### config.mk
export PLATFORM = sky130hd
export DESIGN_NAME = hex_and_text_packet_receiver_flat
export DESIGN_NICKNAME = d
export VERILOG_FILES = /design/src/sv/htpr_pkg.sv /design/src/sv/htpr_in_if.sv /design/src/sv/htpr_out_if.sv /design/src/sv/htpr_text_mem.sv /design/src/sv/htpr_parse.sv /design/src/sv/htpr_out_stage.sv /design/src/sv/hex_and_text_packet_receiver.sv /design/src/flat_wrapper.sv
export VERILOG_INCLUDE_DIRS = /design/src /design/src/sv
export SDC_FILE = /design/constraint.sdc
export NUM_CORES = 1
export LEC_CHECK = 0
export ABC_CLOCK_PERIOD_IN_PS = 6500
export CAP_MARGIN = 40
export CORE_ASPECT_RATIO = 0.9
export CORE_MARGIN = 4
export CORE_UTILIZATION = 30
export DETAILED_ROUTE_END_ITERATION = 8
export DONT_BUFFER_PORTS = 1
export PLACE_DENSITY = 0.44
export SLEW_MARGIN = 20
export SYNTH_ARGS = -nofsm -noshare
export SYNTH_HDL_FRONTEND = slang
export SYNTH_SLANG_ARGS = --single-unit
### constraint.sdc
create_clock -name i_clk -period 6.5 [get_ports i_clk]
set_clock_uncertainty 0.2 [all_clocks]
set_input_delay 0.325 -clock i_clk [delete_from_list [all_inputs] [get_ports i_clk]]
set_output_delay 0.325 -clock i_clk [all_outputs]
set_load 0.1 [all_outputs]
### src/sv/assert_macros.svh
// Assertion macros shared by the receiver RTL.
// Depends on nothing; active unless SYNTH is defined.
`ifndef ASSERT_MACROS_SVH
`define ASSERT_MACROS_SVH
`ifndef SYNTH
`define ASSERT_RST(lbl, clk, rstn, prop) \
    lbl: assert property (@(posedge clk) disable iff (!rstn) prop) \
        else $error("receiver assertion failed");
`define ASSERT_ALWAYS(lbl, clk, prop) \
    lbl: assert property (@(posedge clk) prop) \
        else $error("receiver assertion failed");
`else
`define ASSERT_RST(lbl, clk, rstn, prop)
`define ASSERT_ALWAYS(lbl, clk, prop)
`endif
`endif

### src/sv/htpr_pkg.sv
// Shared types and constants for the hex and text packet receiver.
// Depends on nothing.
package htpr_pkg;

    localparam int HEX_PAYLOAD_BYTES_DEF = 4;
    localparam int TEXT_DEPTH_DEF        = 128;

    localparam logic [7:0] HEX_HEADER_RST  = 8'hFF;
    localparam logic [7:0] HEX_TRAILER_RST = 8'hFE;

    localparam logic [7:0] CH_AT = 8'h40;
    localparam logic [7:0] CH_CR = 8'h0D;
    localparam logic [7:0] CH_LF = 8'h0A;

    localparam int CFG_IDX_W = 1;
    localparam logic [CFG_IDX_W-1:0] CFG_HEX_HEADER  = 1'b0;
    localparam logic [CFG_IDX_W-1:0] CFG_HEX_TRAILER = 1'b1;

    typedef enum logic [1:0] {
        KIND_BYTE   = 2'd0,
        KIND_STATUS = 2'd1,
        KIND_LAST   = 2'd2,
        KIND_TEXT   = 2'd3
    } t_kind;

    typedef enum logic [1:0] {
        ST_NONE   = 2'd0,
        ST_SINGLE = 2'd1,
        ST_HEX    = 2'd2,
        ST_TEXT   = 2'd3
    } t_status;

    typedef struct packed {
        t_status     status;
        logic [7:0]  data_byte;
        logic        use_mem;
        logic [31:0] hex_payload;
        logic [6:0]  text_length;
    } t_result;

endpackage

### src/sv/htpr_in_if.sv
// Input channel: received byte or host access, with valid/ready.
// Depends on nothing.
interface htpr_in_if;
    logic       valid;
    logic       ready;
    logic [1:0] kind;
    logic [7:0] rx_byte;
    logic [6:0] read_index;

    modport source(output valid, kind, rx_byte, read_index, input ready);
    modport sink(input valid, kind, rx_byte, read_index, output ready);
endinterface

### src/sv/htpr_out_if.sv
// Result channel of the receiver, with valid/ready.
// Depends on nothing.
interface htpr_out_if;
    logic        valid;
    logic        ready;
    logic [1:0]  status;
    logic [7:0]  data_byte;
    logic [31:0] hex_payload;
    logic [6:0]  text_length;

    modport source(output valid, status, data_byte, hex_payload, text_length, input ready);
    modport sink(input valid, status, data_byte, hex_payload, text_length, output ready);
endinterface

### src/sv/htpr_text_mem.sv
// Text character store: one write port, one registered read port.
// Depends on nothing.
module htpr_text_mem #(
    parameter int DEPTH = 128
) (
    input  logic                     i_clk,
    input  logic                     i_we,
    input  logic [$clog2(DEPTH)-1:0] i_waddr,
    input  logic [7:0]               i_wdata,
    input  logic                     i_re,
    input  logic [$clog2(DEPTH)-1:0] i_raddr,
    output logic [7:0]               o_rdata
);
    logic [7:0] r_mem [DEPTH];
    logic [7:0] r_rdata;

    always_ff @(posedge i_clk) begin
        if (i_we) begin
            r_mem[i_waddr] <= i_wdata;
        end
    end

    always_ff @(posedge i_clk) begin
        if (i_re) begin
            r_rdata <= r_mem[i_raddr];
        end
    end

    assign o_rdata = r_rdata;
endmodule

### src/sv/htpr_parse.sv
// Framing state machine, configuration registers and hex payload store.
// Depends on htpr_pkg and assert_macros.svh; drives the text store ports.
`include "assert_macros.svh"
module htpr_parse #(
    parameter int HEX_PAYLOAD_BYTES = htpr_pkg::HEX_PAYLOAD_BYTES_DEF,
    parameter int TEXT_DEPTH        = htpr_pkg::TEXT_DEPTH_DEF
) (
    input  logic                             i_clk,
    input  logic                             i_rst_n,
    input  logic                             i_cfg_we,
    input  logic [htpr_pkg::CFG_IDX_W-1:0]   i_cfg_index,
    input  logic [7:0]                       i_cfg_wdata,
    input  logic                             i_accept,
    input  logic [1:0]                       i_kind,
    input  logic [7:0]                       i_rx_byte,
    input  logic [6:0]                       i_read_index,
    output htpr_pkg::t_result                o_res,
    output logic                             o_mem_we,
    output logic [$clog2(TEXT_DEPTH)-1:0]    o_mem_waddr,
    output logic [7:0]                       o_mem_wdata,
    output logic                             o_mem_re,
    output logic [$clog2(TEXT_DEPTH)-1:0]    o_mem_raddr
);
    import htpr_pkg::*;

    localparam int N        = HEX_PAYLOAD_BYTES;
    localparam int AW       = $clog2(TEXT_DEPTH);
    localparam int TEXT_CAP = (TEXT_DEPTH - 1 < 127) ? TEXT_DEPTH - 1 : 127;
    localparam int TPW      = $clog2(TEXT_CAP + 1);
    localparam int HPW      = $clog2(N + 1);

    typedef enum logic [1:0] {
        PH_IDLE = 2'd0,
        PH_BODY = 2'd1,
        PH_TAIL = 2'd2
    } t_phase;

    typedef enum logic [2:0] {
        M_SINGLE    = 3'd1,
        M_HEX_DONE  = 3'd2,
        M_TEXT_DONE = 3'd3,
        M_HEX_RX    = 3'd4,
        M_TEXT_RX   = 3'd5
    } t_mode;

    t_phase           r_phase, n_phase;
    t_mode            r_mode, n_mode;
    logic             r_pending, n_pending;
    logic [7:0]       r_last, n_last;
    logic [HPW-1:0]   r_hex_pos, n_hex_pos;
    logic [7:0]       r_hex_store [N];
    logic [7:0]       n_hex_store [N];
    logic [TPW-1:0]   r_text_pos, n_text_pos;
    logic [7:0]       r_hdr, r_trl;
    logic [31:0]      payload;
    t_status          status;
    logic [7:0]       data_byte;
    logic             use_mem;

    always_comb begin
        n_phase     = r_phase;
        n_mode      = r_mode;
        n_pending   = r_pending;
        n_last      = r_last;
        n_hex_pos   = r_hex_pos;
        n_hex_store = r_hex_store;
        n_text_pos  = r_text_pos;
        status      = ST_NONE;
        data_byte   = 8'd0;
        use_mem     = 1'b0;
        o_mem_we    = 1'b0;
        o_mem_re    = 1'b0;
        if (i_accept) begin
            unique case (t_kind'(i_kind))
                KIND_BYTE: begin
                    n_last = i_rx_byte;
                    unique case (r_phase)
                        PH_BODY: begin
                            if (r_mode == M_HEX_RX) begin
                                for (int i = 0; i < N; i++) begin
                                    if (r_hex_pos == HPW'(i)) begin
                                        n_hex_store[i] = i_rx_byte;
                                    end
                                end
                                n_hex_pos = r_hex_pos + HPW'(1);
                                if (n_hex_pos >= HPW'(N)) begin
                                    n_phase = PH_TAIL;
                                end
                            end else if (r_mode == M_TEXT_RX) begin
                                if (i_rx_byte == CH_CR) begin
                                    n_phase = PH_TAIL;
                                end else if (r_text_pos < TPW'(TEXT_CAP)) begin
                                    o_mem_we   = 1'b1;
                                    n_text_pos = r_text_pos + TPW'(1);
                                end
                            end
                        end
                        PH_TAIL: begin
                            if (r_mode == M_HEX_RX && i_rx_byte == r_trl) begin
                                n_phase   = PH_IDLE;
                                n_pending = 1'b1;
                                n_mode    = M_HEX_DONE;
                                status    = ST_HEX;
                            end else if (r_mode == M_TEXT_RX && i_rx_byte == CH_LF) begin
                                n_phase   = PH_IDLE;
                                n_pending = 1'b1;
                                n_mode    = M_TEXT_DONE;
                                status    = ST_TEXT;
                            end
                        end
                        default: begin
                            if (i_rx_byte == r_hdr) begin
                                n_phase   = PH_BODY;
                                n_hex_pos = '0;
                                n_mode    = M_HEX_RX;
                            end else if (i_rx_byte == CH_AT && !r_pending) begin
                                n_phase    = PH_BODY;
                                n_text_pos = '0;
                                n_mode     = M_TEXT_RX;
                            end else begin
                                n_phase   = PH_IDLE;
                                n_pending = 1'b1;
                                n_mode    = M_SINGLE;
                                status    = ST_SINGLE;
                            end
                        end
                    endcase
                end
                KIND_STATUS: begin
                    if (r_pending) begin
                        n_pending = 1'b0;
                        if (r_mode == M_SINGLE || r_mode == M_HEX_DONE ||
                            r_mode == M_TEXT_DONE) begin
                            status = t_status'(r_mode[1:0]);
                        end
                    end
                end
                KIND_LAST: begin
                    data_byte = r_last;
                    n_last    = 8'd0;
                end
                KIND_TEXT: begin
                    if (i_read_index < 7'(r_text_pos)) begin
                        o_mem_re = 1'b1;
                        use_mem  = 1'b1;
                    end
                end
            endcase
        end
    end

    for (genvar g = 0; g < 4; g++) begin : g_pack
        if (g >= 4 - N) begin : g_byte
            assign payload[31 - 8*g -: 8] = n_hex_store[N - 4 + g];
        end else begin : g_zero
            assign payload[31 - 8*g -: 8] = 8'd0;
        end
    end

    assign o_mem_waddr = AW'(r_text_pos);
    assign o_mem_wdata = i_rx_byte;
    assign o_mem_raddr = AW'(i_read_index);

    always_comb begin
        o_res.status      = status;
        o_res.data_byte   = data_byte;
        o_res.use_mem     = use_mem;
        o_res.hex_payload = payload;
        o_res.text_length = 7'(n_text_pos);
    end

    always_ff @(posedge i_clk) begin
        if (!i_rst_n) begin
            r_phase    <= PH_IDLE;
            r_mode     <= M_SINGLE;
            r_pending  <= 1'b0;
            r_last     <= 8'd0;
            r_hex_pos  <= '0;
            r_text_pos <= '0;
            r_hdr      <= HEX_HEADER_RST;
            r_trl      <= HEX_TRAILER_RST;
            for (int i = 0; i < N; i++) begin
                r_hex_store[i] <= 8'd0;
            end
        end else begin
            r_phase     <= n_phase;
            r_mode      <= n_mode;
            r_pending   <= n_pending;
            r_last      <= n_last;
            r_hex_pos   <= n_hex_pos;
            r_hex_store <= n_hex_store;
            r_text_pos  <= n_text_pos;
            if (i_cfg_we) begin
                unique case (i_cfg_index)
                    CFG_HEX_HEADER:  r_hdr <= i_cfg_wdata;
                    CFG_HEX_TRAILER: r_trl <= i_cfg_wdata;
                    default:         r_hdr <= r_hdr;
                endcase
            end
        end
    end

    `ASSERT_RST(a_phase_mode, i_clk, i_rst_n, (r_phase != PH_IDLE) |-> (r_mode == M_HEX_RX || r_mode == M_TEXT_RX))
    `ASSERT_RST(a_text_cap, i_clk, i_rst_n, r_text_pos <= TPW'(TEXT_CAP))
    `ASSERT_RST(a_hex_pos, i_clk, i_rst_n, (r_phase == PH_BODY && r_mode == M_HEX_RX) |-> r_hex_pos < HPW'(N))
endmodule

### src/sv/htpr_out_stage.sv
// Read-data stage and output register; merges text store read data.
// Depends on htpr_pkg and assert_macros.svh.
`include "assert_macros.svh"
module htpr_out_stage (
    input  logic              i_clk,
    input  logic              i_rst_n,
    input  logic              i_accept,
    input  htpr_pkg::t_result i_res,
    input  logic [7:0]        i_mem_rdata,
    input  logic              i_out_ready,
    output logic              o_in_ready,
    output logic              o_out_valid,
    output logic [1:0]        o_status,
    output logic [7:0]        o_data_byte,
    output logic [31:0]       o_hex_payload,
    output logic [6:0]        o_text_length
);
    import htpr_pkg::*;

    logic        r_s1_valid;
    t_result     r_s1;
    logic        r_out_valid;
    logic [1:0]  r_status;
    logic [7:0]  r_data_byte;
    logic [31:0] r_hex_payload;
    logic [6:0]  r_text_length;
    logic        s1_move;

    assign s1_move    = r_s1_valid && (!r_out_valid || i_out_ready);
    assign o_in_ready = !r_s1_valid || s1_move;

    always_ff @(posedge i_clk) begin
        if (!i_rst_n) begin
            r_s1_valid  <= 1'b0;
            r_out_valid <= 1'b0;
        end else begin
            if (i_accept) begin
                r_s1_valid <= 1'b1;
            end else if (s1_move) begin
                r_s1_valid <= 1'b0;
            end
            if (s1_move) begin
                r_out_valid <= 1'b1;
            end else if (i_out_ready) begin
                r_out_valid <= 1'b0;
            end
        end
    end

    always_ff @(posedge i_clk) begin
        if (i_accept) begin
            r_s1 <= i_res;
        end
        if (s1_move) begin
            r_status      <= r_s1.status;
            r_data_byte   <= r_s1.use_mem ? i_mem_rdata : r_s1.data_byte;
            r_hex_payload <= r_s1.hex_payload;
            r_text_length <= r_s1.text_length;
        end
    end

    assign o_out_valid   = r_out_valid;
    assign o_status      = r_status;
    assign o_data_byte   = r_data_byte;
    assign o_hex_payload = r_hex_payload;
    assign o_text_length = r_text_length;

    `ASSERT_RST(a_stall_full, i_clk, i_rst_n, !o_in_ready |-> (r_s1_valid && r_out_valid && !i_out_ready))
    `ASSERT_RST(a_move_fills, i_clk, i_rst_n, s1_move |=> r_out_valid)
    `ASSERT_RST(a_out_hold, i_clk, i_rst_n, (r_out_valid && !i_out_ready) |=> (r_out_valid && $stable(r_status) && $stable(r_data_byte) && $stable(r_hex_payload)))
endmodule

### src/sv/hex_and_text_packet_receiver.sv
// Hex and text packet receiver: takes one transaction per cycle unless stalled; one result each.
// Path: combinational parse into the read-data register (text read), then the output register.
// Throughput: one transaction per cycle unless the output stalls; one more transaction is
// taken while a result waits. State is read-modify-write and the text store read is registered.
// Reset: synchronous active-low reset clears control state and the hex payload; the text store
// is not cleared, reads at or past the text length return zero.
module hex_and_text_packet_receiver #(
    parameter int HEX_PAYLOAD_BYTES = htpr_pkg::HEX_PAYLOAD_BYTES_DEF,
    parameter int TEXT_DEPTH        = htpr_pkg::TEXT_DEPTH_DEF
) (
    input  logic                           i_clk,
    input  logic                           i_rst_n,
    input  logic                           i_cfg_we,
    input  logic [htpr_pkg::CFG_IDX_W-1:0] i_cfg_index,
    input  logic [7:0]                     i_cfg_wdata,
    htpr_in_if.sink                        i_rx_ch,
    htpr_out_if.source                     o_res_ch
);
    import htpr_pkg::*;

    localparam int AW = $clog2(TEXT_DEPTH);

    logic          accept;
    logic          in_ready;
    t_result       res;
    logic          mem_we;
    logic [AW-1:0] mem_waddr;
    logic [7:0]    mem_wdata;
    logic          mem_re;
    logic [AW-1:0] mem_raddr;
    logic [7:0]    mem_rdata;

    assign accept        = i_rx_ch.valid && in_ready;
    assign i_rx_ch.ready = in_ready;

    htpr_parse #(
        .HEX_PAYLOAD_BYTES(HEX_PAYLOAD_BYTES),
        .TEXT_DEPTH       (TEXT_DEPTH)
    ) u_parse (
        .i_clk       (i_clk),
        .i_rst_n     (i_rst_n),
        .i_cfg_we    (i_cfg_we),
        .i_cfg_index (i_cfg_index),
        .i_cfg_wdata (i_cfg_wdata),
        .i_accept    (accept),
        .i_kind      (i_rx_ch.kind),
        .i_rx_byte   (i_rx_ch.rx_byte),
        .i_read_index(i_rx_ch.read_index),
        .o_res       (res),
        .o_mem_we    (mem_we),
        .o_mem_waddr (mem_waddr),
        .o_mem_wdata (mem_wdata),
        .o_mem_re    (mem_re),
        .o_mem_raddr (mem_raddr)
    );

    htpr_text_mem #(
        .DEPTH(TEXT_DEPTH)
    ) u_text_mem (
        .i_clk  (i_clk),
        .i_we   (mem_we),
        .i_waddr(mem_waddr),
        .i_wdata(mem_wdata),
        .i_re   (mem_re),
        .i_raddr(mem_raddr),
        .o_rdata(mem_rdata)
    );

    htpr_out_stage u_out_stage (
        .i_clk        (i_clk),
        .i_rst_n      (i_rst_n),
        .i_accept     (accept),
        .i_res        (res),
        .i_mem_rdata  (mem_rdata),
        .i_out_ready  (o_res_ch.ready),
        .o_in_ready   (in_ready),
        .o_out_valid  (o_res_ch.valid),
        .o_status     (o_res_ch.status),
        .o_data_byte  (o_res_ch.data_byte),
        .o_hex_payload(o_res_ch.hex_payload),
        .o_text_length(o_res_ch.text_length)
    );
endmodule
### src/flat_wrapper.sv
// flat-port wrapper written by rule: the top's interface ports become plain ports
module hex_and_text_packet_receiver_flat import htpr_pkg::*;
#(
    parameter int HEX_PAYLOAD_BYTES = htpr_pkg::HEX_PAYLOAD_BYTES_DEF,
    parameter int TEXT_DEPTH        = htpr_pkg::TEXT_DEPTH_DEF
)
  (i_clk, i_rst_n, i_cfg_we, i_cfg_index, i_cfg_wdata, i_rx_ch_valid, i_rx_ch_kind, i_rx_ch_rx_byte, i_rx_ch_read_index, i_rx_ch_ready, o_res_ch_valid, o_res_ch_status, o_res_ch_data_byte, o_res_ch_hex_payload, o_res_ch_text_length, o_res_ch_ready);
  htpr_in_if i_rx_ch_i ();
  htpr_out_if o_res_ch_i ();
  input  logic i_clk;
  input  logic i_rst_n;
  input  logic i_cfg_we;
  input  logic [htpr_pkg::CFG_IDX_W-1:0] i_cfg_index;
  input  logic [7:0] i_cfg_wdata;
  input wire logic [$bits(i_rx_ch_i.valid)-1:0] i_rx_ch_valid;
  input wire logic [$bits(i_rx_ch_i.kind)-1:0] i_rx_ch_kind;
  input wire logic [$bits(i_rx_ch_i.rx_byte)-1:0] i_rx_ch_rx_byte;
  input wire logic [$bits(i_rx_ch_i.read_index)-1:0] i_rx_ch_read_index;
  output wire logic [$bits(i_rx_ch_i.ready)-1:0] i_rx_ch_ready;
  output wire logic [$bits(o_res_ch_i.valid)-1:0] o_res_ch_valid;
  output wire logic [$bits(o_res_ch_i.status)-1:0] o_res_ch_status;
  output wire logic [$bits(o_res_ch_i.data_byte)-1:0] o_res_ch_data_byte;
  output wire logic [$bits(o_res_ch_i.hex_payload)-1:0] o_res_ch_hex_payload;
  output wire logic [$bits(o_res_ch_i.text_length)-1:0] o_res_ch_text_length;
  input wire logic [$bits(o_res_ch_i.ready)-1:0] o_res_ch_ready;
  assign i_rx_ch_i.valid = i_rx_ch_valid;
  assign i_rx_ch_i.kind = i_rx_ch_kind;
  assign i_rx_ch_i.rx_byte = i_rx_ch_rx_byte;
  assign i_rx_ch_i.read_index = i_rx_ch_read_index;
  assign i_rx_ch_ready = i_rx_ch_i.ready;
  assign o_res_ch_valid = o_res_ch_i.valid;
  assign o_res_ch_status = o_res_ch_i.status;
  assign o_res_ch_data_byte = o_res_ch_i.data_byte;
  assign o_res_ch_hex_payload = o_res_ch_i.hex_payload;
  assign o_res_ch_text_length = o_res_ch_i.text_length;
  assign o_res_ch_i.ready = o_res_ch_ready;
  hex_and_text_packet_receiver #(.HEX_PAYLOAD_BYTES(HEX_PAYLOAD_BYTES), .TEXT_DEPTH(TEXT_DEPTH)) u_core (.i_clk(i_clk), .i_rst_n(i_rst_n), .i_cfg_we(i_cfg_we), .i_cfg_index(i_cfg_index), .i_cfg_wdata(i_cfg_wdata), .i_rx_ch(i_rx_ch_i), .o_res_ch(o_res_ch_i));
endmodule
Word-level counts from Yosys, hierarchy flattened
Memories as Yosys holds them, arrays and structs flattened. A register that Yosys moved wholly into a read port is not among the register bits.
Index checks and enable logic that the tools add are counted.
Widths: inputs -> output; s select.
{"block": "totals", "ff_bits": 173, "ramBits": 1024, "inputBits": 31, "memories": 1}
{"name": "u_core.u_text_mem.r_mem", "depth": 128, "width": 8, "read_ports": 1, "rd_ports_with_merged_regs": 1, "write_ports": 1, "line": "htpr_text_mem.sv:14", "text": "logic [7:0] r_mem [DEPTH];"}
{"block": "classes", "n_addsub": 2, "order_cmp": 3, "n_eq_ne": 27, "muxes": 66, "bitwise": 3, "n_reduce_logical": 26}
{"operator": "$mux 32", "count": 4}
{"operator": "$mux 7", "count": 8}
{"operator": "$mux 8", "count": 5}
{"operator": "$mux 1", "count": 24}
{"operator": "$mux 2", "count": 10}
{"operator": "$mux 3", "count": 6}
{"operator": "$ne 3x3->1 const B", "count": 6}
{"operator": "$eq 8x4->1 const B", "count": 2}
{"operator": "$eq 8x8->1", "count": 2}
{"operator": "$pmux 8 s2", "count": 1}
{"operator": "$pmux 7 s2", "count": 1}
{"operator": "$eq 3x2->1 const B", "count": 4}
{"operator": "$pmux 2 s2", "count": 3}
{"operator": "$pmux 3 s2", "count": 2}
{"operator": "$reduce_and 6->1", "count": 2}
{"operator": "$reduce_bool 2->1", "count": 5}
{"operator": "$eq 8x7->1 const B", "count": 1}
{"operator": "$add 7x1->7 const B", "count": 1}
{"operator": "$lt 7x7->1", "count": 1}
{"operator": "$lt 7x7->1 const B", "count": 1}
{"operator": "$eq 2x2->1 const B", "count": 3}
{"operator": "$eq 3x1->1 const B", "count": 2}
{"operator": "$eq 3x3->1 const B", "count": 2}
{"operator": "$reduce_and 2->1", "count": 3}
{"operator": "other kinds (14)", "count": 28}

Depth between registers and ports, before layout
Gate-level depths: netlist of run 1.
{"block": "logic_depth", "depth_word": 10, "ltp_mapped": 10, "mapped_depth_nobuf": 8}

Cells and area by module
A second synthesis of run 1 with hierarchy kept.
{"block": "unflattened", "cells_unflattened": 2194, "area_unflattened_um2": 46827.4}
{"mod": "htpr_text_mem", "instances": 1, "cells_each": 1635, "area_per_inst_um2": 39745.6}
{"mod": "htpr_parse", "instances": 1, "cells_each": 442, "area_per_inst_um2": 3892.5}
{"mod": "htpr_out_stage", "instances": 1, "cells_each": 116, "area_per_inst_um2": 3183.1}
{"mod": "hex_and_text_packet_receiver", "instances": 1, "cells_each": 1, "area_per_inst_um2": 6.3}

Worst setup path after synthesis of run 1
OpenSTA, ideal clock, no wires.
{"block": "synth_timing", "path_kind": "flip-flop to flip-flop", "startpoint": "register u_core.u_out_stage.r_out_valid (netlist: u_core.u_out_stage.o_out_valid)", "endpoint": "register u_core.u_out_stage.r_data_byte[0] (netlist: u_core.u_out_stage.o_data_byte[0]), enable pin", "setup_ps": 530, "arrival_ps": 4377, "required_ps": 5770, "slack_ps": 1393, "path_stages_with_launch": 2, "n_path_buf": 0, "cell_sequence": "dfxtp_1 a21boi_0"}
{"block": "synth_between", "elab_chain_len": 3}
{"element": "start: declaration", "line": "htpr_out_stage.sv:22", "text": "logic r_out_valid;"}
{"element": "start signal: assignment", "line": "htpr_out_stage.sv:35", "text": "r_out_valid <= 1'b0;"}
{"element": "start signal: assignment", "line": "htpr_out_stage.sv:43", "text": "r_out_valid <= 1'b1;"}
{"element": "start signal: assignment", "line": "htpr_out_stage.sv:45", "text": "r_out_valid <= 1'b0;"}
{"element": "$logic_not 1->1", "line": "htpr_out_stage.sv:29", "text": "assign s1_move = r_s1_valid && (!r_out_valid || i_out_ready);"}
{"element": "$logic_or 1x1->1", "line": "htpr_out_stage.sv:29"}
{"element": "$logic_and 1x1->1", "line": "htpr_out_stage.sv:29"}
{"element": "named net u_core.u_out_stage.s1_move", "line": "htpr_out_stage.sv:27", "text": "logic s1_move;"}
{"element": "end signal: assignment", "line": "htpr_out_stage.sv:56", "text": "r_data_byte <= r_s1.use_mem ? i_mem_rdata : r_s1.data_byte;"}
{"element": "end: declaration", "line": "htpr_out_stage.sv:24", "text": "logic [7:0] r_data_byte;"}
The timed path passes the listed nets, and every way through them passes these cells.
A chain may end at the register's enable or synchronous reset.

Worst setup path in the final report of run 1
{"block": "layout_timing", "startpoint": "input i_rx_ch_rx_byte[7]", "endpoint": "memory u_core.u_text_mem.r_mem[61][7], enable pin"}
{"block": "layout_between", "elab_chain_len": 9}
{"element": "start: declaration", "line": "flat_wrapper.sv:17", "text": "input wire logic [$bits(i_rx_ch_i.rx_byte)-1:0] i_rx_ch_rx_byte;"}
{"element": "$eq 8x4->1", "line": "htpr_parse.sv:90", "text": "if (i_rx_byte == CH_CR) begin"}
{"element": "$mux 1", "line": "htpr_parse.sv:90"}
{"element": "$mux 1", "line": "htpr_parse.sv:89", "text": "end else if (r_mode == M_TEXT_RX) begin"}
{"element": "$mux 1", "line": "htpr_parse.sv:79", "text": "if (r_mode == M_HEX_RX) begin"}
{"element": "$mux 1", "line": "htpr_parse.sv:77", "text": "unique case (r_phase)"}
{"element": "$mux 1", "line": "htpr_parse.sv:74", "text": "unique case (t_kind'(i_kind))"}
{"element": "$mux 1", "line": "htpr_parse.sv:73", "text": "if (i_accept) begin"}
{"element": "$mux 1", "line": "htpr_text_mem.sv:18", "text": "if (i_we) begin"}
{"element": "$mux 1 (not written as such)", "line": "htpr_text_mem.sv:19", "text": "r_mem[i_waddr] <= i_wdata;"}
{"element": "end: declaration", "line": "htpr_text_mem.sv:14"}
Every way passes these cells.

==> impl_metrics.py, run 1 <==
metrics = {
    "status": {
        "outcome": "finished, final reports clean",
    },
    "place": {
        "pre_cts_ws_ps": 2870,
        "gp_congestion": 0.765,
        "portBuffers": 0,
        "dp_hpwl_um": 70300,
    },
    "timing": {
        "worst-slew-pin-transition_ps": 936,
        "rsz0062_at_grt": "no",
        "whs_ps": 54.8,
        "final-hold-violation-count": 0,
        "finalCritPeriodShare_pct": 63.7,
        "setup_viol": 0,
        "slew_violations": 0,
        "fmax_ghz": 0.242,
        "fin_ws_ps": 2360,
        "finalSetupTns_ps": 0,
        "slew_headroom_pct": 37.1,
        "period_minus_slack_ps": 4140,
    },
    "synth": {
        "yosys-top-cells-area": "edfxtp_1 73%, mux4_2 9.2%, dfxtp_1 3.2%",
        "synth_top_area_share_pct": 72.6,
        "synth-edff-count": 1131,
        "post_synth_num_cell_types": 64,
        "synth-async-reset-ratio_pct": 0,
        "synth_compound_area_share_pct": 3.89,
        "syn_inst": 2518,
        "synth.cell_area_um2": 46800,
        "avgSynthCellArea_um2": 18.6,
        "yosys.area.top_type": "edfxtp_1",
        "synthXorXnorAreaFrac_pct": 0.300,
        "synth_top_family_by_area": "multiplexers",
        "yosysWarnings": 0,
        "synth_flop_cell": "edfxtp_1",
        "yosys-mux-area-fraction_pct": 13.0,
        "ys_seq_area_share_pct": 75.8,
        "ys_ff_latch": 1205,
        "synth_adder_area_share_pct": 0.375,
        "synth_simple_gate_area_share_pct": 4.94,
    },
    "power": {
        "seqPwrFrac_pct": 52.4,
        "p_per_area_nw_per_um2": 303,
        "switching_share_pct": 21.4,
        "clkPwrFrac_pct": 43.7,
        "leakage_nw": 17.4,
        "p_switching_mw": 3.52,
        "p_comb_share_pct": 4.0,
        "internal_power_mw": 12.9,
        "peakVddDrop_v": 0.000218,
    },
    "clock_tree": {
        "clk_pin_slew_ps": 60,
        "insertion_delay_ps": 740,
        "cts_tree": "built",
        "cts_buffer_depth": 3,
        "cts_root_buf": "clkbuf_16",
        "cts_made_buffers": 121,
        "clkSinkCount": 1205,
        "cts_htree_levels": 3,
        "post-cts-setup-buffers": 0,
        "cts-resized-gates": 0,
    },
    "drt": {
        "drt-initial-drc-count": 2162,
        "antenna_left": 0,
        "post_drt_via_cell_ratio": 4.96,
        "wl_per_cell_um": 26.8,
        "num_vias": 24000,
        "drc": 0,
        "drt-total-wl_um": 129000,
        "drtPass1Iterations": 5,
    },
    "critical_path": {
        "end_kind": "flip-flop",
        "crit_top_cell": "nor3_4",
        "crit_buf_inv": 2,
        "path_class": "in -> reg",
        "path_cells": "dlygate4sd3_1 > buf_16 > nor3_4 > a41o_4 > nor3_4 > and3_4 > nand3_4 > nor2_1",
        "worst_path_largest_cell_delay_ps": 1060,
        "cp_top_family": "simple AND/OR/NAND/NOR gates",
        "slowest_stage": "dlygate4sd3_1",
        "worstPathRequired_ps": 6660,
        "start_kind": "primary input",
        "critPathMaxFanout": 134,
        "arrival_ps": 4300,
    },
    "global_route": {
        "grt_util_met2_pct": 23.7,
        "grt_usage_pct": 15.7,
        "grt_max_degree": 322,
        "use_met1_pct": 22.7,
        "grt_pass1_wl_um": 184000,
        "grt-busiest-layer": "met2",
        "grt_pass1_vias": 24400,
        "use_met3_pct": 4.09,
        "overflow": 0,
        "antenna_found_initial": 11,
    },
    "finish": {
        "final_common_cell": "edfxtp_1",
        "final_util_pct": 35.1,
        "drive_gt1_share_pct": 19.1,
        "final_cell_mix": "1131 x edfxtp_1, 192 x mux4_2, 166 x nor2_1",
        "synthToLayoutAreaGrowth_pct": 16.1,
        "fillers": 14500,
        "nets": 2675,
    },
    "die": {
        "dieArea_um2": 162000,
        "die_h_um": 383,
        "rows": 137,
        "core_um2": 155000,
        "start_util_pct": 30.2,
        "die_width_um": 424,
        "ios": 82,
    },
    "flow_run": {
        "drv_cap": 0,
    },
    "hold_path": {
        "min_path_type": "in -> reg",
    },
}
[cells in the mapped netlist, types with 3 or more instances]
master / count
buf_4: 21
nand3b_1: 6
buf_2: 48
nand2b_1: 4
o21ai_0: 17
inv_1: 19
nand4_1: 7
a31o_2: 4
and3_1: 3
nand3_1: 43
and2_1: 48
nor2_1: 167
o31ai_1: 3
a22oi_1: 72
edfxtp_1: 1131
a21oi_1: 18
nand2_4: 3
ha_1: 14
mux2_2: 40
clkbuf_1: 62
nor3_1: 17
o22ai_1: 60
nand2_1: 163
buf_6: 6
nor4_1: 15
buf_1: 6
mux4_2: 192
a211oi_1: 58
xor2_1: 16
dfxtp_1: 74
mux2i_1: 130
nor2b_1: 8
[power groups by stage]
stage               logic, mW  clock network (mW)  registers [mW]
floorplan               0.374                   0            8.80
global placement        0.410                   0            8.81
global route            0.694                7.72            8.62
CTS                     0.656                7.37            8.62
detailed placement      0.456                   0            8.78
finish                  0.652                7.18            8.62
[worst reg2reg max path, cell delays in order, from the launching register on]
cell and delay, ps:
dfxtp_1 450, nand4_1 450, nor2_1 210, nor3_4 280
and3_4 300, nand3_4 450, nor2_1 870
[per-stage QoR]
stage / cell area, um2 / cells / power [mW]
2_1_floorplan: 46800 / 2525 / 9.18
3_3_place_gp: 48800 / 4484 / 9.22
3_5_place_dp: 49200 / 4505 / 9.24
4_1_cts: 54000 / 4791 / 16.7
5_1_grt: 54300 / 4823 / 17.0
6_report: 54300 / 4829 / 16.5
[sequential cells by signal, summed over array words and instances (netlist names), 2 cells and up]
name,cells
u_core.u_out_stage.r_s1,50
u_core.u_parse.r_hex_store,32
u_core.u_out_stage.o_data_byte,8
u_core.u_parse.o_mem_waddr,7
u_core.u_text_mem.o_rdata,8
u_core.u_out_stage.o_status,2
u_core.u_parse.r_mode,3
u_core.u_out_stage.o_text_length,7
u_core.u_parse.r_hex_pos,3
u_core.u_text_mem.r_mem,1024
u_core.u_parse.r_hdr,8
u_core.u_out_stage.o_hex_payload,32
u_core.u_parse.r_trl,8
u_core.u_parse.r_last,8
u_core.u_parse.r_phase,2
[path summary, 6_finish.rpt]
check	slack, ps	endpoint	depth (start not counted)	startpoint
setup / recovery	2360	u_core.u_text_mem.r_mem[61][7]	8	i_rx_ch_rx_byte[7]
hold / removal	50	u_core.u_parse.r_mode[0]	6	i_rx_ch_rx_byte[1]
setup reg to reg	2940	u_core.u_text_mem.r_mem[61][7]	6	u_core.u_parse.o_mem_waddr[3]
hold reg to reg	210	u_core.u_out_stage.o_hex_payload[26]	0	u_core.u_out_stage.r_s1[33]
[kinds of logic after synthesis]
group / after synthesis
other cells: 1
xor+xnor: 16
buf+inv: 163
compound gates: 257
mux: 362
flops: 1205
simple gates: 500
fa+ha+maj: 14
[per-layer routing]
metal | up-vias | routed length, um
li1 | 10300 | -
met1 | 12700 | 59300
met2 | 725 | 58000
met3 | 173 | 9010
met4 | 4 | 2960
met5 | - | 23
[area by class of cell]
cell class / instances / area (um2) / area share [%]
diodes: 6 / 15.0 / 0.0276
clock buffers: 139 / 3170 / 5.83
clock inverters: 92 / 917 / 1.69
inverters: 19 / 71.3 / 0.131
multi-input cells: 1157 / 10600 / 19.5
flip-flops and latches: 1205 / 35400 / 65.3
well taps: 2085 / 2610 / 4.80
repair buffers: 126 / 1520 / 2.79
[timing repair]
| item | CTS | global route |
|---|---|---|
| hold buffers | 55 | 0 |
| endpoints found under the setup margin | 0 | 0 |
| hold endpoints to repair | 1170 | 0 |
No activity file was read; power rests on OpenSTA's default activity.
==> run 2: changes to the inputs <==
--- a/config.mk
+++ b/config.mk
@@ -6,14 +6,14 @@
 export SDC_FILE = /design/constraint.sdc
 export NUM_CORES = 1
 export LEC_CHECK = 0
-export ABC_CLOCK_PERIOD_IN_PS = 6500
+export ABC_CLOCK_PERIOD_IN_PS = 3700
 export CAP_MARGIN = 40
 export CORE_ASPECT_RATIO = 0.9
 export CORE_MARGIN = 4
 export CORE_UTILIZATION = 30
 export DETAILED_ROUTE_END_ITERATION = 8
 export DONT_BUFFER_PORTS = 1
-export PLACE_DENSITY = 0.44
+export PLACE_DENSITY = 0.45
 export SLEW_MARGIN = 20
 export SYNTH_ARGS = -nofsm -noshare
 export SYNTH_HDL_FRONTEND = slang
==> constraint.sdc (replaced) <==
create_clock -name i_clk -period 3.7 [get_ports i_clk]
set_clock_uncertainty 0.2 [all_clocks]
set_input_delay 0.185 -clock i_clk [delete_from_list [all_inputs] [get_ports i_clk]]
set_output_delay 0.185 -clock i_clk [all_outputs]
set_load 0.1 [all_outputs]
==> impl_metrics.py, run 2 (synthesis results as in run 1) <==
metrics = {
    "status": {
        "outcome": "finished, final reports clean",
    },
    "timing": {
        "final-hold-violation-count": 0,
        "slew_headroom_pct": 22.8,
        "slew_violations": 0,
        "finalSetupTns_ps": 0,
        "rsz0062_at_grt": "no",
        "finalCritPeriodShare_pct": 99.2,
        "worst-slew-pin-transition_ps": 1160,
        "fmax_ghz": 0.272,
        "period_minus_slack_ps": 3670,
        "setup_viol": 0,
    },
    "power": {
        "peakVddDrop_v": 0.000509,
        "p_per_area_nw_per_um2": 528,
        "leakage_nw": 18.3,
    },
    "global_route": {
        "grt_max_degree": 322,
        "grt_pass1_vias": 25000,
        "antenna_found_initial": 8,
        "grt_pass1_wl_um": 183000,
        "overflow": 0,
        "grt_usage_pct": 15.5,
    },
    "drt": {
        "drc": 0,
        "drtPass1Iterations": 6,
        "post_drt_via_cell_ratio": 4.94,
        "num_vias": 24500,
        "drt-initial-drc-count": 2366,
        "antenna_left": 0,
        "drt-total-wl_um": 127000,
        "wl_per_cell_um": 25.5,
    },
    "hold_path": {
        "min_path_type": "in -> reg",
    },
    "place": {
        "gp_congestion": 0.792,
        "portBuffers": 0,
        "dp_hpwl_um": 69800,
        "placed_cell_area_um2": 50500,
        "placed_cells": 4643,
    },
    "die": {
        "start_util_pct": 30.2,
        "core_um2": 155000,
        "rows": 137,
        "dieArea_um2": 162000,
        "ios": 82,
        "die_width_um": 424,
        "die_h_um": 383,
    },
    "finish": {
        "largest_register_ffs": 1024,
        "design_area_um2": 56000,
        "fin_cells": 4968,
        "nets": 2819,
        "synthToLayoutAreaGrowth_pct": 19.7,
        "final_cell_mix": "1131 x edfxtp_1, 192 x mux4_2, 166 x nor2_1",
        "drive_gt1_share_pct": 22.4,
        "final_util_pct": 36.1,
        "final_common_cell": "edfxtp_1",
        "biggestRegsByFlops": "u_core.u_text_mem.r_mem (1024), u_core.u_out_stage.r_s1 (50)",
        "top_register": "u_core.u_text_mem.r_mem",
    },
    "critical_path": {
        "path_class": "in -> reg",
        "arrival_ps": 4180,
        "critPathMaxFanout": 8,
        "start_kind": "primary input",
        "worst_path_largest_cell_delay_ps": 1000,
        "end_kind": "flip-flop",
        "crit_top_cell": "dlygate4sd3_1",
        "worstPathRequired_ps": 4210,
        "path_cells": "dlygate4sd3_1 > buf_16 > xor2_1 > nor4_1 > nand2_1 > a41o_1 > dlygate4sd3_1 > o21ai_0 > dlygate4sd3_1",
        "slowest_stage": "dlygate4sd3_1",
    },
    "clock_tree": {
        "insertion_delay_ps": 760,
        "clk_pin_slew_ps": 70,
        "cts_buffer_depth": 3,
        "cts_tree": "built",
        "cts_made_buffers": 130,
        "clkSinkCount": 1205,
        "cts_htree_levels": 4,
        "cts_root_buf": "clkbuf_16",
    },
    "flow_run": {
        "drv_cap": 0,
    },
}
run 2: cell count changes in the layout (fill, tap and decap cells not counted), sizes merged:
cell,change
buf,+114
clkinvlp,-1
diode,-2
clkbuf,+23
bufinv,-2
dlygate4sd3,+19
clkinv,-12
run 2: report_power, final:
part	internal, mW	total [mW]	switching [mW]
Clock	7.82	13.2	5.35
Combinational	0.496	1.29	0.792
Sequential	15.0	15.1	0.121
run 2: final timing paths:
path | slack [ps] | endpoint | cells after the start | from
worst max-delay path | 30 | u_core.u_parse.o_mem_waddr[0] | 9 | i_rx_ch_rx_byte[6]
worst min register to register | 220 | u_core.u_out_stage.o_hex_payload[29] | 0 | u_core.u_out_stage.r_s1[36]
worst max register to register | 270 | u_core.u_parse.r_hex_store[29] | 8 | u_core.u_out_stage.o_out_valid
worst min-delay path | 90 | u_core.u_text_mem.o_rdata[0] | 6 | i_rx_ch_read_index[1]
run 2: repair_timing:
action	4_1_cts	5_1_grt
gates resized for setup	0	2
setup endpoints to repair	0	2
hold endpoints to repair	1208	0
buffers inserted	0	0
hold buffers	78	0
run 2: cell type report:
class / instances / area [um2]
Antenna cell: 4 / 10.0
Clock buffer: 160 / 3510
Clock inverter: 77 / 827
Fill cell: 14400 / 99000
Inverter: 19 / 75.1
Multi-Input combinational cell: 1157 / 10600
Sequential cell: 1205 / 35400
Tap cell: 2085 / 2610
Timing Repair Buffer: 261 / 2900
run 2: metal layers:
layer  routed length (um)  GRT usage [%]
met2                59100           24.3
met3                 6650           2.73
met1                58500           22.2
met4                 2420           3.86
met5                    0              0
run 2: worst max-delay path, delay by kind of cell:
kind	cells	cell delay, ps
buf+inv	4	2460
simple gates	2	930
compound gates	2	490
xor+xnor	1	80
run 2: stage by stage:
stage / power [mW] / hold slack, ps / setup WS [ps]
CTS: 29.9 / 10.0 / 65.0
finish: 29.6 / 85.9 / 28.4
floorplan: 16.1 / 83.9 / 34.7
detailed placement: 16.3 / 87.0 / 649
global placement: 16.2 / 85.8 / 485
global route: 30.6 / 68.6 / 2.26
